**config.mk**
```make
export PLATFORM = sky130hd
export DESIGN_NAME = next_greater_element_stack_flat
export DESIGN_NICKNAME = d
export VERILOG_FILES = /design/src/nge_pkg.sv /design/src/nge_req_if.sv /design/src/nge_rsp_if.sv /design/src/next_greater_element_stack.sv /design/src/flat_wrapper.sv
export SDC_FILE = /design/constraint.sdc
export NUM_CORES = 1
export LEC_CHECK = 0
export ABC_AREA = 1
export BUFFER_PORTS_ARGS = -buffer_cell sky130_fd_sc_hd__buf_2
export CORE_AREA = 2 2 281 422
export CTS_CLUSTER_DIAMETER = 200
export DETAILED_ROUTE_END_ITERATION = 10
export DIE_AREA = 0 0 283 424
export SLEW_MARGIN = 0
export SYNTH_ARGS = -nofsm -noshare
export SYNTH_HDL_FRONTEND = slang
export SYNTH_SLANG_ARGS = --single-unit
```
**constraint.sdc**
```tcl
create_clock -name clock -period 7.41 [get_ports clock]
set_input_delay 0.741 -clock clock [delete_from_list [all_inputs] [get_ports clock]]
set_output_delay 0.741 -clock clock [all_outputs]
set_load 0.005 [all_outputs]
```
**src/nge_pkg.sv**
```systemverilog
// ----------------------------------------------------------------------------
// nge_pkg: shared types and constants of the next-greater-element engine
// Widths of the payload fields, the stack depth and the result record.
// ----------------------------------------------------------------------------
`default_nettype none

package nge_pkg;

   // Longest sequence that is tracked; later values are dropped (overflow).
   localparam int MAX_LENGTH = 32;
   localparam int IDX_W      = $clog2(MAX_LENGTH);
   localparam int COUNT_W    = IDX_W + 1;

   localparam int VALUE_W    = 32;
   localparam int POS_W      = 5;

   typedef logic signed [VALUE_W-1:0] value_type;
   typedef logic [POS_W-1:0]          pos_type;
   typedef logic [COUNT_W-1:0]        count_type;
   typedef logic [IDX_W-1:0]          idx_type;

   // One answer, without the last-result mark.
   typedef struct packed {
      pos_type   position;
      value_type greater_value;
      logic      found;
      logic      overflow;
   } result_type;

endpackage

`default_nettype wire

```
**src/nge_req_if.sv**
```systemverilog
// ----------------------------------------------------------------------------
// nge_req_if: input channel of the next-greater-element engine
// Valid/ready handshake carrying one sample per transaction.
// ----------------------------------------------------------------------------
`default_nettype none

interface nge_req_if import nge_pkg::*; ();
   logic      valid;
   logic      ready;
   value_type sample_value;
   logic      end_of_sequence;

   modport source (output valid, output sample_value, output end_of_sequence,
                   input ready);
   modport sink   (input valid, input sample_value, input end_of_sequence,
                   output ready);
endinterface

`default_nettype wire

```
**src/nge_rsp_if.sv**
```systemverilog
// ----------------------------------------------------------------------------
// nge_rsp_if: result channel of the next-greater-element engine
// Valid/ready handshake carrying one answer per transaction.
// ----------------------------------------------------------------------------
`default_nettype none

interface nge_rsp_if import nge_pkg::*; ();
   logic      valid;
   logic      ready;
   pos_type   position;
   value_type greater_value;
   logic      found;
   logic      overflow;
   logic      last_result;

   modport source (output valid, output position, output greater_value,
                   output found, output overflow, output last_result,
                   input ready);
   modport sink   (input valid, input position, input greater_value,
                   input found, input overflow, input last_result,
                   output ready);
endinterface

`default_nettype wire

```
**src/next_greater_element_stack.sv**
```systemverilog
// ----------------------------------------------------------------------------
// next_greater_element_stack: monotonic-stack next-greater-element engine
// Answers every position of a signed sequence with its next greater value.
// ----------------------------------------------------------------------------
// Each request transaction carries one signed 32-bit sample; end_of_sequence
// marks the last one. Samples get positions 0, 1, 2, ... and wait on a stack
// of MAX_LENGTH entries. A new sample pops every waiting entry with a strictly
// smaller value, one pop per cycle through a single signed comparator while
// the response side does not stall, and each pop yields one response
// (position, the new sample, found = 1). On the end mark, entries still
// waiting are flushed top-down with found = 0 and the position counter
// restarts. Samples past MAX_LENGTH in one sequence are dropped and answered
// with overflow = 1. last_result flags the final response of each request.
// A request is worked through in order: accept, pops, push, final hand-over;
// the end mark adds a flush of the waiting entries. A dropped sample goes
// from accept to the flush or the final hand-over. The request side is ready
// only between requests; a finished response waits in an output register
// and does not block the next request.
// ----------------------------------------------------------------------------
`default_nettype none

module next_greater_element_stack import nge_pkg::*; (
   input  wire       clock,
   input  wire       reset,
   nge_req_if.sink   req_chan,
   nge_rsp_if.source rsp_chan
);

   typedef enum logic [1:0] {
      S_IDLE,
      S_CMP,    // pop smaller entries, then push the sample
      S_FLUSH,  // end of sequence: drain the stack
      S_DONE    // hand over the held answer as the last one
   } state_type;

   // stack storage, one read (top) and one write port
   pos_type   stk_pos [MAX_LENGTH];
   value_type stk_val [MAX_LENGTH];

   state_type  state_ff, state_in;
   count_type  cnt_ff, cnt_in;
   count_type  next_pos_ff, next_pos_in;
   value_type  val_ff, val_in;
   logic       eos_ff, eos_in;
   logic       ovf_ff, ovf_in;

   // one answer is held back until we know whether it is the last one
   logic       hold_valid_ff, hold_valid_in;
   result_type hold_ff, hold_in;

   logic       rsp_valid_ff, rsp_valid_in;
   result_type rsp_ff, rsp_in;
   logic       rsp_last_ff, rsp_last_in;

   logic       push_en;
   idx_type    top_idx;
   pos_type    top_pos;
   value_type  top_val;
   logic       stack_empty;
   logic       slot_free;
   logic       pop_hit;

   assign req_chan.ready = (state_ff == S_IDLE);

   assign rsp_chan.valid         = rsp_valid_ff;
   assign rsp_chan.position      = rsp_ff.position;
   assign rsp_chan.greater_value = rsp_ff.greater_value;
   assign rsp_chan.found         = rsp_ff.found;
   assign rsp_chan.overflow      = rsp_ff.overflow;
   assign rsp_chan.last_result   = rsp_last_ff;

   count_type top_cnt;
   assign top_cnt     = cnt_ff - count_type'(1);
   assign top_idx     = top_cnt[IDX_W-1:0];
   assign top_pos     = stk_pos[top_idx];
   assign top_val     = stk_val[top_idx];
   assign stack_empty = (cnt_ff == '0);
   assign slot_free   = !rsp_valid_ff || rsp_chan.ready;
   // the shared comparator
   assign pop_hit     = !stack_empty && (val_ff > top_val);

   always_comb begin
      state_in      = state_ff;
      cnt_in        = cnt_ff;
      next_pos_in   = next_pos_ff;
      val_in        = val_ff;
      eos_in        = eos_ff;
      ovf_in        = ovf_ff;
      hold_valid_in = hold_valid_ff;
      hold_in       = hold_ff;
      rsp_valid_in  = rsp_valid_ff && !rsp_chan.ready;
      rsp_in        = rsp_ff;
      rsp_last_in   = rsp_last_ff;
      push_en       = 1'b0;

      unique case (state_ff)
         S_IDLE: begin
            if (req_chan.valid) begin
               val_in        = req_chan.sample_value;
               eos_in        = req_chan.end_of_sequence;
               ovf_in        = (next_pos_ff >= count_type'(MAX_LENGTH));
               hold_valid_in = 1'b0;
               if (next_pos_ff >= count_type'(MAX_LENGTH)) begin
                  state_in = req_chan.end_of_sequence ? S_FLUSH : S_DONE;
               end else begin
                  state_in = S_CMP;
               end
            end
         end

         S_CMP: begin
            if (pop_hit) begin
               // a previous held answer goes out first, not last
               if (!hold_valid_ff || slot_free) begin
                  if (hold_valid_ff) begin
                     rsp_valid_in = 1'b1;
                     rsp_in       = hold_ff;
                     rsp_last_in  = 1'b0;
                  end
                  hold_valid_in         = 1'b1;
                  hold_in.position      = top_pos;
                  hold_in.greater_value = val_ff;
                  hold_in.found         = 1'b1;
                  hold_in.overflow      = 1'b0;
                  cnt_in                = top_cnt;
               end
            end else begin
               push_en     = 1'b1;
               cnt_in      = cnt_ff + count_type'(1);
               next_pos_in = next_pos_ff + count_type'(1);
               state_in    = eos_ff ? S_FLUSH : S_DONE;
            end
         end

         S_FLUSH: begin
            if (!stack_empty) begin
               if (!hold_valid_ff || slot_free) begin
                  if (hold_valid_ff) begin
                     rsp_valid_in = 1'b1;
                     rsp_in       = hold_ff;
                     rsp_last_in  = 1'b0;
                  end
                  hold_valid_in         = 1'b1;
                  hold_in.position      = top_pos;
                  hold_in.greater_value = '0;
                  hold_in.found         = 1'b0;
                  hold_in.overflow      = ovf_ff;
                  cnt_in                = top_cnt;
               end
            end else begin
               next_pos_in = '0;
               state_in    = S_DONE;
            end
         end

         S_DONE: begin
            if (hold_valid_ff || ovf_ff) begin
               if (slot_free) begin
                  rsp_valid_in = 1'b1;
                  rsp_last_in  = 1'b1;
                  if (hold_valid_ff) begin
                     rsp_in = hold_ff;
                  end else begin
                     // dropped sample with nothing to flush
                     rsp_in.position      = '0;
                     rsp_in.greater_value = '0;
                     rsp_in.found         = 1'b0;
                     rsp_in.overflow      = 1'b1;
                  end
                  hold_valid_in = 1'b0;
                  state_in      = S_IDLE;
               end
            end else begin
               state_in = S_IDLE;
            end
         end

         default: begin
            state_in = S_IDLE;
         end
      endcase
   end

   always_ff @(posedge clock) begin
      if (reset) begin
         state_ff      <= S_IDLE;
         cnt_ff        <= '0;
         next_pos_ff   <= '0;
         hold_valid_ff <= 1'b0;
         rsp_valid_ff  <= 1'b0;
      end else begin
         state_ff      <= state_in;
         cnt_ff        <= cnt_in;
         next_pos_ff   <= next_pos_in;
         hold_valid_ff <= hold_valid_in;
         rsp_valid_ff  <= rsp_valid_in;
      end
      val_ff      <= val_in;
      eos_ff      <= eos_in;
      ovf_ff      <= ovf_in;
      hold_ff     <= hold_in;
      rsp_ff      <= rsp_in;
      rsp_last_ff <= rsp_last_in;
   end

   // push at the current count; the count stays below MAX_LENGTH here
   always_ff @(posedge clock) begin
      if (push_en) begin
         stk_pos[cnt_ff[IDX_W-1:0]] <= next_pos_ff[POS_W-1:0];
         stk_val[cnt_ff[IDX_W-1:0]] <= val_ff;
      end
   end

endmodule

`default_nettype wire

```
**src/flat_wrapper.sv**
```systemverilog
// flat-port wrapper written by rule: the top's interface ports become plain ports
module next_greater_element_stack_flat import nge_pkg::*;
  (clock, reset, req_chan_valid, req_chan_sample_value, req_chan_end_of_sequence, req_chan_ready, rsp_chan_valid, rsp_chan_position, rsp_chan_greater_value, rsp_chan_found, rsp_chan_overflow, rsp_chan_last_result, rsp_chan_ready);
  nge_req_if req_chan_i ();
  nge_rsp_if rsp_chan_i ();
  input  wire clock;
  input  wire reset;
  input wire logic [$bits(req_chan_i.valid)-1:0] req_chan_valid;
  input wire logic [$bits(req_chan_i.sample_value)-1:0] req_chan_sample_value;
  input wire logic [$bits(req_chan_i.end_of_sequence)-1:0] req_chan_end_of_sequence;
  output wire logic [$bits(req_chan_i.ready)-1:0] req_chan_ready;
  output wire logic [$bits(rsp_chan_i.valid)-1:0] rsp_chan_valid;
  output wire logic [$bits(rsp_chan_i.position)-1:0] rsp_chan_position;
  output wire logic [$bits(rsp_chan_i.greater_value)-1:0] rsp_chan_greater_value;
  output wire logic [$bits(rsp_chan_i.found)-1:0] rsp_chan_found;
  output wire logic [$bits(rsp_chan_i.overflow)-1:0] rsp_chan_overflow;
  output wire logic [$bits(rsp_chan_i.last_result)-1:0] rsp_chan_last_result;
  input wire logic [$bits(rsp_chan_i.ready)-1:0] rsp_chan_ready;
  assign req_chan_i.valid = req_chan_valid;
  assign req_chan_i.sample_value = req_chan_sample_value;
  assign req_chan_i.end_of_sequence = req_chan_end_of_sequence;
  assign req_chan_ready = req_chan_i.ready;
  assign rsp_chan_valid = rsp_chan_i.valid;
  assign rsp_chan_position = rsp_chan_i.position;
  assign rsp_chan_greater_value = rsp_chan_i.greater_value;
  assign rsp_chan_found = rsp_chan_i.found;
  assign rsp_chan_overflow = rsp_chan_i.overflow;
  assign rsp_chan_last_result = rsp_chan_i.last_result;
  assign rsp_chan_i.ready = rsp_chan_ready;
  next_greater_element_stack u_core (.clock(clock), .reset(reset), .req_chan(req_chan_i), .rsp_chan(rsp_chan_i));
endmodule
```
=== Yosys cells after proc, flatten, opt, wreduce, memory -nomap -nowiden ===
Memories as Yosys holds them, arrays and structs flattened.
Cells that the tools add are included.

* $add $sub $neg: 3
* Multipliers: 0
* Div/mod/pow operators: 0
* Magnitude comparators: 2
* Equality and inequality tests: 13
* Shifts and indexed selects: 0
* Muxes and demuxes: 54
* Bitwise logic cells: 0
* Reductions and logical operators: 20

{| class="wikitable"
|+ Operator list
! kind !! count
|-
| two-way mux 39 bit || 11
|-
| one-hot mux 39 bit (3 select lines) || 1
|-
| one-hot mux 39 bit (2 select lines) || 1
|-
| greater-than comparator 32 bit || 1
|-
| two-way mux 6 bit || 5
|-
| two-way mux 1 bit || 24
|-
| one-hot mux 6 bit (2 select lines) || 2
|-
| AND reduction 5 bit || 3
|-
| adder 6 x 1 -> 6 bit (second input constant) || 2
|-
| two-way mux 2 bit || 6
|-
| != test 2 x 1 -> 1 bit (second input constant) || 6
|-
| one-hot mux 2 bit (4 select lines) || 1
|-
| greater-or-equal comparator 6 bit (second input constant) || 1
|-
| logical NOT 6 bit || 1
|-
| != test 2 bit (second input constant) || 3
|-
| one-hot mux 1 bit (3 select lines) || 2
|-
| subtractor 6 x 1 -> 6 bit (second input constant) || 1
|-
| == test 2 bit (second input constant) || 2
|-
| logical NOT 1 bit || 4
|-
| one-hot mux 1 bit (4 select lines) || 1
|-
| AND reduction 2 bit || 2
|-
| AND reduction 4 bit || 1
|-
| logical OR 1 bit || 3
|-
| != test 3 x 2 -> 1 bit (second input constant) || 1
|-
| 6 further kinds || 7
|}

* Register bits: 129
* Latch bits: 0
* Bits in writable memories: 1184
* Bits in read-only memories: 0
* Bits of input ports: 37
* Output and inout bits: 42
* Logic and storage cells: 111
* Memories kept: 2

{| class="wikitable"
|+ Memories
! memory !! depth !! bits a word !! rd ports !! clocked after Yosys merged registers in !! write ports !! line !! text
|-
| u_core.stk_val || 32 || 32 || 1 || 0 || 1 || next_greater_element_stack.sv:38 || <nowiki>value_type stk_val [MAX_LENGTH];</nowiki>
|-
| u_core.stk_pos || 32 || 5 || 1 || 0 || 1 || next_greater_element_stack.sv:37 || <nowiki>pos_type stk_pos [MAX_LENGTH];</nowiki>
|}

=== Depth between registers and ports, before layout ===
Gate-level depths: netlist (run 1).
An unclocked memory read counts as a cell.

* Depth after elaboration: 8
* Gate-level depth with buffers: 36
* Depth with buffers taken out: 28

=== Worst setup path before layout (run 1) ===
Ideal clock, no wire load.

* Path kind: flip-flop to flip-flop
* From: reg u_core.cnt_ff[0]
* To: reg u_core.rsp_ff, in the netlist u_core.rsp_chan.found, enable pin
* Setup time: 0.495 ns
* Arrival: 6.612 ns
* Data required time: 6.915 ns
* Slack: 0.303 ns
* Stages on the path, launching flop included: 28
* Buffers on the path: 8
* Period minus slack after synthesis: 7.107 ns
* Cells stage by stage: dfxtp_1 > buf_6 > inv_4 > buf_4 > buf_2 > buf_2 > ha_1 > buf_2 > inv_2 > buf_4 > buf_4 > clkbuf_1 > o21ai_0 > o221ai_1 > nand3_1 > a32o_1 > ha_1 > a21oi_1 > o21ai_0 > nand2_1 > nand2_1 > a21oi_1 > nand2_1 > nand2_1 > nand3_2 > nand2_1 > nand2_1 > a211oi_1

* Cells in the longest elaborated chain, start to end: 6
* Elaborated cells between the ends (all ways): 9
* Those cells by class: 1 x add/sub; 1 x order compare; 2 x eq/ne; 4 x reduce/logical; 1 x memory

{| class="wikitable"
|+ RTL lines
! item !! line !! text
|-
| from (decl) || next_greater_element_stack.sv:41 || <nowiki>count_type cnt_ff, cnt_in;</nowiki>
|-
| from (signal assigned) || next_greater_element_stack.sv:193 || <nowiki>cnt_ff <= cnt_in;</nowiki>
|-
| subtractor 6 x 1 -> 6 bit || next_greater_element_stack.sv:73 || <nowiki>assign top_cnt = cnt_ff - count_type'(1);</nowiki>
|-
| memory (32 x 32 bit) || - ||
|-
| greater-than comparator 32 bit || next_greater_element_stack.sv:80 || <nowiki>assign pop_hit = !stack_empty && (val_ff > top_val);</nowiki>
|-
| logical AND 1 bit || next_greater_element_stack.sv:80 ||
|-
| != test 2 x 1 -> 1 bit (no source line) || - ||
|-
| AND reduction 5 bit (no source line) * || - ||
|-
| to (signal assigned) || next_greater_element_stack.sv:202 || <nowiki>rsp_ff <= rsp_in;</nowiki>
|-
| to (decl) || next_greater_element_stack.sv:52 || <nowiki>result_type rsp_ff, rsp_in;</nowiki>
|}

Mark *: on every way between the ends. The rest lies on a longest branch, timed or not.
A chain may end at the register's enable or synchronous reset.

=== Worst setup path after layout (run 1) ===
* From: reg u_core.cnt_ff[0]
* To: mem u_core.stk_pos[24][3] in the netlist's numbering, enable pin

* Cells in the longest elaborated chain, start to end: 8
* Elaborated cells between the ends (all ways): 10
* Those cells by class: 1 x add/sub; 1 x order compare; 4 x mux; 3 x reduce/logical; 1 x memory

{| class="wikitable"
|+ RTL lines
! item !! line !! text
|-
| subtractor 6 x 1 -> 6 bit || next_greater_element_stack.sv:73 ||
|-
| memory (32 x 32 bit) || - ||
|-
| greater-than comparator 32 bit || next_greater_element_stack.sv:80 ||
|-
| logical AND 1 bit || next_greater_element_stack.sv:80 ||
|-
| two-way mux 1 bit || next_greater_element_stack.sv:112 || <nowiki>if (pop_hit) begin</nowiki>
|-
| two-way mux 1 bit || next_greater_element_stack.sv:96 || <nowiki>unique case (state_ff)</nowiki>
|-
| two-way mux 1 bit || next_greater_element_stack.sv:208 || <nowiki>if (push_en) begin</nowiki>
|-
| two-way mux 1 bit (not written as such) || next_greater_element_stack.sv:209 || <nowiki>stk_pos[cnt_ff[IDX_W-1:0]] <= next_pos_ff[POS_W-1:0];</nowiki>
|-
| to (decl) || next_greater_element_stack.sv:37 ||
|}

Several ways; a longest one is shown, not always the timed one.

==> impl_metrics.ini, run 1 <==
[worst_setup_path]
rrSetupSlack_ns = 0.89
crit_family = buffers and inverters
crit_buf_inv = 5
cp_max_fo = 149
worst_ep_required_time_ns = 7.81
slowest_stage = dfxtp_4
cp-start-kind = register
end_kind = register
worst_path_largest_cell_delay_ns = 0.66
crit_chain = inv_16 > ha_1 > xnor2_2 > buf_12 > buf_4 > o221ai_1 > a31oi_1 > a32o_1 > ha_1 > a21oi_1 > o21a_1 > nand2_1 > a21oi_1 > nand3_1 > nand3_2 > nand2_1 > inv_2 > nand2_2 > nor2_4 > buf_4
cp_data_arrival_time_ns = 6.92
path_class = register to register

[final_layout]
layout.nets = 3998
postLayoutCellArea_um2 = 58790
layout-drive-gt1-share_pct = 11.45
areaGrowthSynthToFinish_pct = 13.03
multi_input_area_um2 = 11390
final_cells = 5578
fillCellCount = 9795
regArea_um2 = 39270

[outcome]
outcome = complete, no violations

[synthesis]
synth-compound-area-share_pct = 12.22
synthArstFlopShare_pct = 0
yosysTopAreaCellShare_pct = 74.88
syn_avg_cell_area_um2 = 13.56
muxShareOfSynthArea_pct = 0
synth_area_leader_cell = edfxtp_1
synth_fa_ha_area_share_pct = 1.034
ys_warn_count = 0
synth_nets = 3917
yosysSeqAreaShare_pct = 75.49
synth_edf_count = 1297
synthCells = 3837
synth_area_leaders = edfxtp_1 75%, o21ai_0 6.0%, nor2_1 5.7%, o221ai_1 3.5%, o22ai_1 1.1%
synthXorXnorAreaFrac_pct = 0.1491
synthSimpleGateAreaFrac_pct = 7.897
syn-cell-area_um2 = 52010
synthDistinctLibCells = 40
synthTopCellsByCount = 1297 x edfxtp_1, 790 x nor2_1, 622 x o21ai_0
yosysMostFrequentCell = edfxtp_1
ys.flop_type = edfxtp_1
synth_seq_cells = 1313
synth_top_family_by_area = compound AO/OA/AOI/OAI gates

[grt]
grt_overflow_total = 0
grt_pass1_wl_um = 219800
grt_max_degree = 192
grt_antenna_before_repair = 2
grtUsageTotal_pct = 25.00
first_global_vias = 32140

[sta]
finalCriticalPeriod_ns = 6.520
finalWorstSetupSlack_ns = 0.8902
period_share_pct = 87.99
setup-violations-final = 0
maxSlewHeadroom_pct = 11.17
maxSlewViolCount = 0
tns_ns = 0
hold_viol_final = 0
timing.fmax_mhz = 153.4
tightestPinTransition_ns = 1.331
clock_skew_ns = 0.06668
rsz0062_at_grt = false

[placed_design]
dpl.cell_count = 5357
placed_area_um2 = 54860
dp_slack_ns = 1.020
io_buffers = 78
gp_congestion = 0.8528
dp_hpwl_um = 87270

[floorplan]
die_x_um = 283
initial_core_util_pct = 44.62
dieArea_um2 = 120000
ioPinCount = 79
num_rows = 154
die_h_um = 424
core_um2 = 116600

[pwr]
irDropWorstVdd_v = 0.0005412
internal_power_w = 0.01558
clkPwrFrac_pct = 23.8
switching_share_pct = 40.61
power_leakage_nw = 19.23
p_switching_w = 0.01065
pwr_density_cell_nw_per_um2 = 446.3
p_total_w = 0.02624
combPwrFrac_pct = 41.0
p_seq_share_pct = 35.2

[clocking]
cts_tree = yes
cts.path.max_buffers = 3
ctsHoldBuffers = 0
numCtsBuffers = 119
post_cts_buffers = 0
htreeDepth = 3
clkTransAtPathRegs_ns = 0.06
clock-sinks = 1313
clock_latency_ns = 0.77
ctsResizeCount = 0
clockRootBuffer = clkbuf_16

[drt]
wl_um = 151900
dr.pass1.iters = 6
drcViolationCount = 0
vias = 33000
drt_iter0_markers = 3841
drtAntennaViolNets = 0
via_per_inst = 5.916
wl_per_cell_um = 27.24

[hold_path]
hp-class = input port to register

[job]
cap_viol_max_count = 0
[power by group through the flow]
stage | sequential (W) | combinational [W] | clock, W
CTS | 0.00924 | 0.0107 | 0.00633
global route | 0.00928 | 0.0116 | 0.00660
detailed placement | 0.00939 | 0.0107 | 0
floorplan | 0.00949 | 0.00635 | 0
finish | 0.00923 | 0.0108 | 0.00625
global placement | 0.00938 | 0.0106 | 0
[layout by cell type, fill, tap and decap left out, drive strengths merged, types with 4 or more instances in the layout]
cell type / n
edfxtp: 1297
nor2: 793
o21ai: 633
buf: 227
o221ai: 205
clkbuf: 141
nand2: 134
inv: 127
nand3: 98
o22ai: 88
clkinv: 51
ha: 43
a31oi: 40
a21oi: 33
a32o: 31
dfxtp: 16
bufinv: 15
nand4: 8
clkinvlp: 8
xor2: 7
a32oi: 5
nor3: 4
[registers in the layout, indices dropped and copies added (netlist names), 2 cells and up]
| name | count |
|---|---|
| u_core.cnt_ff | 6 |
| u_core.hold_ff | 39 |
| u_core.next_pos_ff | 6 |
| u_core.rsp_chan.greater_value | 32 |
| u_core.rsp_chan.position | 5 |
| u_core.state_ff | 2 |
| u_core.stk_pos | 160 |
| u_core.stk_val | 1024 |
| u_core.val_ff | 32 |
[layer usage]
layer / wire, µm / vias to the layer above / track usage, %
met4: 8269 / 0 / 13.32
met3: 10310 / 304 / 3.258
met2: 76530 / 1448 / 42.83
met1: 56810 / 16680 / 30.89
met5: 0 / - / 0
li1: - / 14570 / -
[cell type report]
type	count	area share [%]
flip-flops and latches	1313	66.80
repair buffers	227	2.992
inverters	122	0.8279
diodes	1	0.004256
multi-input cells	2135	19.38
well taps	1560	3.320
clock inverters	79	1.432
clock buffers	141	5.242
[kinds of logic (layout without fill, tap and decap cells)]
family,after synthesis,count (layout)
other,0,1
buffers and inverters,389,569
flip-flops,1313,1313
XOR/XNOR,8,8
AO/OA/AOI/OAI,1044,1044
AND/OR/NAND/NOR,1040,1040
adder cells (fa/ha/maj),43,43
[final timing paths]
path,startpoint,to,cells after the start
setup / recovery,u_core.cnt_ff[0],u_core.stk_pos[24][3],20
hold / removal,req_chan_sample_value[1],u_core.val_ff[1],1
setup reg to reg,u_core.cnt_ff[0],u_core.stk_pos[24][3],20
hold reg to reg,u_core.cnt_ff[5],u_core.cnt_ff[5],2
[metrics by stage]
step	hold slack (ns)	util, %
2_1_floorplan	0.4393	-
3_3_place_gp	0.4568	47.06
3_5_place_dp	0.4670	47.06
4_1_cts	0.1107	50.43
5_1_grt	0.1342	50.43
6_report	0.1572	50.43
(Power assumes the default switching activity.)
==> inputs of run 2 (changes only) <==
- GPL_TIMING_DRIVEN: not set -> 0
- clock period: 7.41 -> 5.9 ns (I/O delays scaled with it)
==> run 2 against run 1 <==
  * Cell count up 4.9%
  * Worst hold slack lost 0.12 ns
  * Critical path depth up 7
  * Largest cell class unchanged
  * Non-clock buffer count up 268
  * Global-route usage up 1.8 points
  * Sequential cell count stayed put
  * Highest routed layer unchanged
  * Power grew 34%
  * First-iteration DRC count increased by 4.3%
  * Clock skew down 0.025 ns
==> impl_metrics.ini, run 2 (synthesis results as in run 1) <==
[final_layout]
final_cell_mix = 1297 x edfxtp_1, 755 x nor2_1, 605 x o21ai_0
layout-drive-gt1-share_pct = 15.19
areaGrowthSynthToFinish_pct = 17.64
layout.nets = 4270
fillCellCount = 9671
largest_register_ffs = 1024
postLayoutCellArea_um2 = 61190
mostFrequentLayoutCell = edfxtp_1

[floorplan]
die_x_um = 283
die_h_um = 424
core_um2 = 116600
ioPinCount = 79
dieArea_um2 = 120000
initial_core_util_pct = 44.62
num_rows = 154

[drt]
wl_um = 164200
dr.pass1.iters = 8
drcViolationCount = 0
top_layer = met4
wl_met2_um = 80910
met3WireLength_um = 10330
vias = 34410
via_per_inst = 5.883
wl_per_cell_um = 28.08
drtAntennaViolNets = 0
drt_iter0_markers = 4006
m1WireLength_um = 57720

[worst_setup_path]
cpMostUsedCell = buf_12
worstRegToRegCells = 27
cp_max_fo = 28
end_kind = register
cp_data_arrival_time_ns = 6.32
r2r_end = u_core.stk_val[5][18]
cp-start-kind = register
worst_ep_required_time_ns = 6.33
rrSetupSlack_ns = 0.009
worst_path_largest_cell_delay_ns = 0.53
path_class = register to register
slowest_stage = clkbuf_1
crit_buf_inv = 11
crit_family = buffers and inverters
reg2reg_from = u_core.cnt_ff[0]

[clocking]
clkTransAtPathRegs_ns = 0.06
clock-sinks = 1313
numCtsBuffers = 116
cts_tree = yes
cts.path.max_buffers = 3
htreeDepth = 3
clock_latency_ns = 0.76
clockRootBuffer = clkbuf_16

[pwr]
power_leakage_nw = 20.34
pwr_density_cell_nw_per_um2 = 573.6
irDropWorstVdd_v = 0.0003864

[sta]
maxSlewViolCount = 0
finalCriticalPeriod_ns = 5.891
tightestPinTransition_ns = 1.411
period_share_pct = 99.85
setup-violations-final = 0
maxSlewHeadroom_pct = 5.909
timing.fmax_mhz = 169.7
holdWs_ns = 0.03728
hold_viol_final = 0
clock_skew_ns = 0.04209

[grt]
grt_overflow_total = 0
grtUsageTotal_pct = 26.82
grt_antenna_before_repair = 0
first_global_vias = 33850
grt_pass1_wl_um = 232600
grt_max_degree = 37

[hold_path]
hold-path-cell-count = 1
hp-class = input port to register
min_to = u_core.val_ff[4]
worst_hold_startpoint = req_chan_sample_value[4]

[outcome]
outcome = complete, no violations

[placed_design]
dp_hpwl_um = 110700
io_buffers = 78
gp_congestion = 1.020
placed_area_um2 = 55530

[job]
cap_viol_max_count = 0
==> run 2: changes by cell type in the layout (fill, tap and decap cells not counted), moves of 7 or more <==
cell / delta
clkbuf_4: +16
nand3_2: +11
o21ai_0: -17
clkbuf_1: +85
buf_12: +33
clkbuf_2: +38
nand3_1: -13
dlygate4sd3_1: +19
bufinv_16: -7
o21ai_2: +12
buf_16: +25
buf_4: -51
buf_2: +97
==> run 2: worst max-delay path by stage <==
| stage | from | to | slack, ns | cells after the start |
|---|---|---|---|---|
| final | u_core.cnt_ff[0] | u_core.stk_val[5][18] | 0.009 | 27 |
| after global placement | u_core.cnt_ff[0] | u_core.stk_val[16][12] | -4.80 | 22 |
| after CTS | u_core.cnt_ff[0] | u_core.stk_val[15][19] | 0.007 | 29 |
| after global routing | u_core.cnt_ff[0] | u_core.hold_ff[22] | -0.02 | 28 |
| after floorplan | u_core.cnt_ff[0] | u_core.stk_pos[0][0] | 0.05 | 27 |
| after detailed placement | u_core.cnt_ff[0] | u_core.stk_val[1][15] | -2.67 | 24 |
==> run 2: layout make-up <==
type / instances / area (µm²) / share of cell area [%]
Sequential cell: 1313 / 39270 / 64.18
Multi-Input combinational cell: 2142 / 11700 / 19.11
Clock buffer: 141 / 2997 / 4.897
Timing Repair Buffer: 229 / 2728 / 4.458
Tap cell: 1560 / 1952 / 3.190
Buffer: 266 / 1423 / 2.325
Clock inverter: 74 / 630.6 / 1.031
Inverter: 122 / 488.0 / 0.7974
Antenna cell: 2 / 5.005 / 0.008179
==> run 2: through the flow <==
step / TNS [ns] / setup WS [ns] / total power [W] / util (%) / instances
after floorplan: 0 / 0.05054 / 0.01990 / - / 3837
after detailed placement: -3061.07 / -2.672 / 0.02656 / 47.63 / 5514
after CTS: 0 / 0.007442 / 0.03445 / 52.09 / 5833
after global routing: -0.2419 / -0.01754 / 0.03634 / 52.49 / 5847
after global placement: -5715.34 / -4.795 / 0.02614 / 46.64 / 5475
final: 0 / 0.008699 / 0.03510 / 52.49 / 5849
==> run 2: worst register-to-register path: stages (launching register included) <==
cell	delay (ns)
dfxtp_4	0.38
buf_12	0.15
inv_12	0.13
buf_12	0.20
buf_6	0.18
ha_1	0.30
xnor2_4	0.17
buf_12	0.16
buf_2	0.32
clkbuf_1	0.53
o221ai_1	0.28
nand3_2	0.20
a32o_1	0.16
ha_1	0.15
nand2_1	0.10
nor2_2	0.16
nand4_1	0.26
nor2_2	0.26
nand4_1	0.16
nand2_1	0.09
inv_1	0.09
nand3_4	0.15
nand2_4	0.10
clkinv_8	0.12
nand2_8	0.18
nor2_4	0.18
buf_12	0.15
buf_12	0.21
==> run 2: report_power, final <==
part	total, W	switching [W]	internal, W
Sequential	0.0120	0.000606	0.0114
Combinational	0.0157	0.0112	0.00451
Clock	0.00740	0.00343	0.00397
==> run 2: repair_timing <==
item	in CTS	in global routing
gates resized for setup	140	85
setup endpoints to repair	1279	1260
pin swaps	42	14
hold endpoints to repair	19	0
setup buffers	78	6
hold buffers	19	0
gates cloned	8	1
==> run 2: layer usage <==
layer / vias up / global-route usage (%)
li1: 15160 / -
met4: 0 / 22.88
met2: 1713 / 44.99
met1: 17090 / 30.28
met3: 440 / 3.785
met5: - / 0
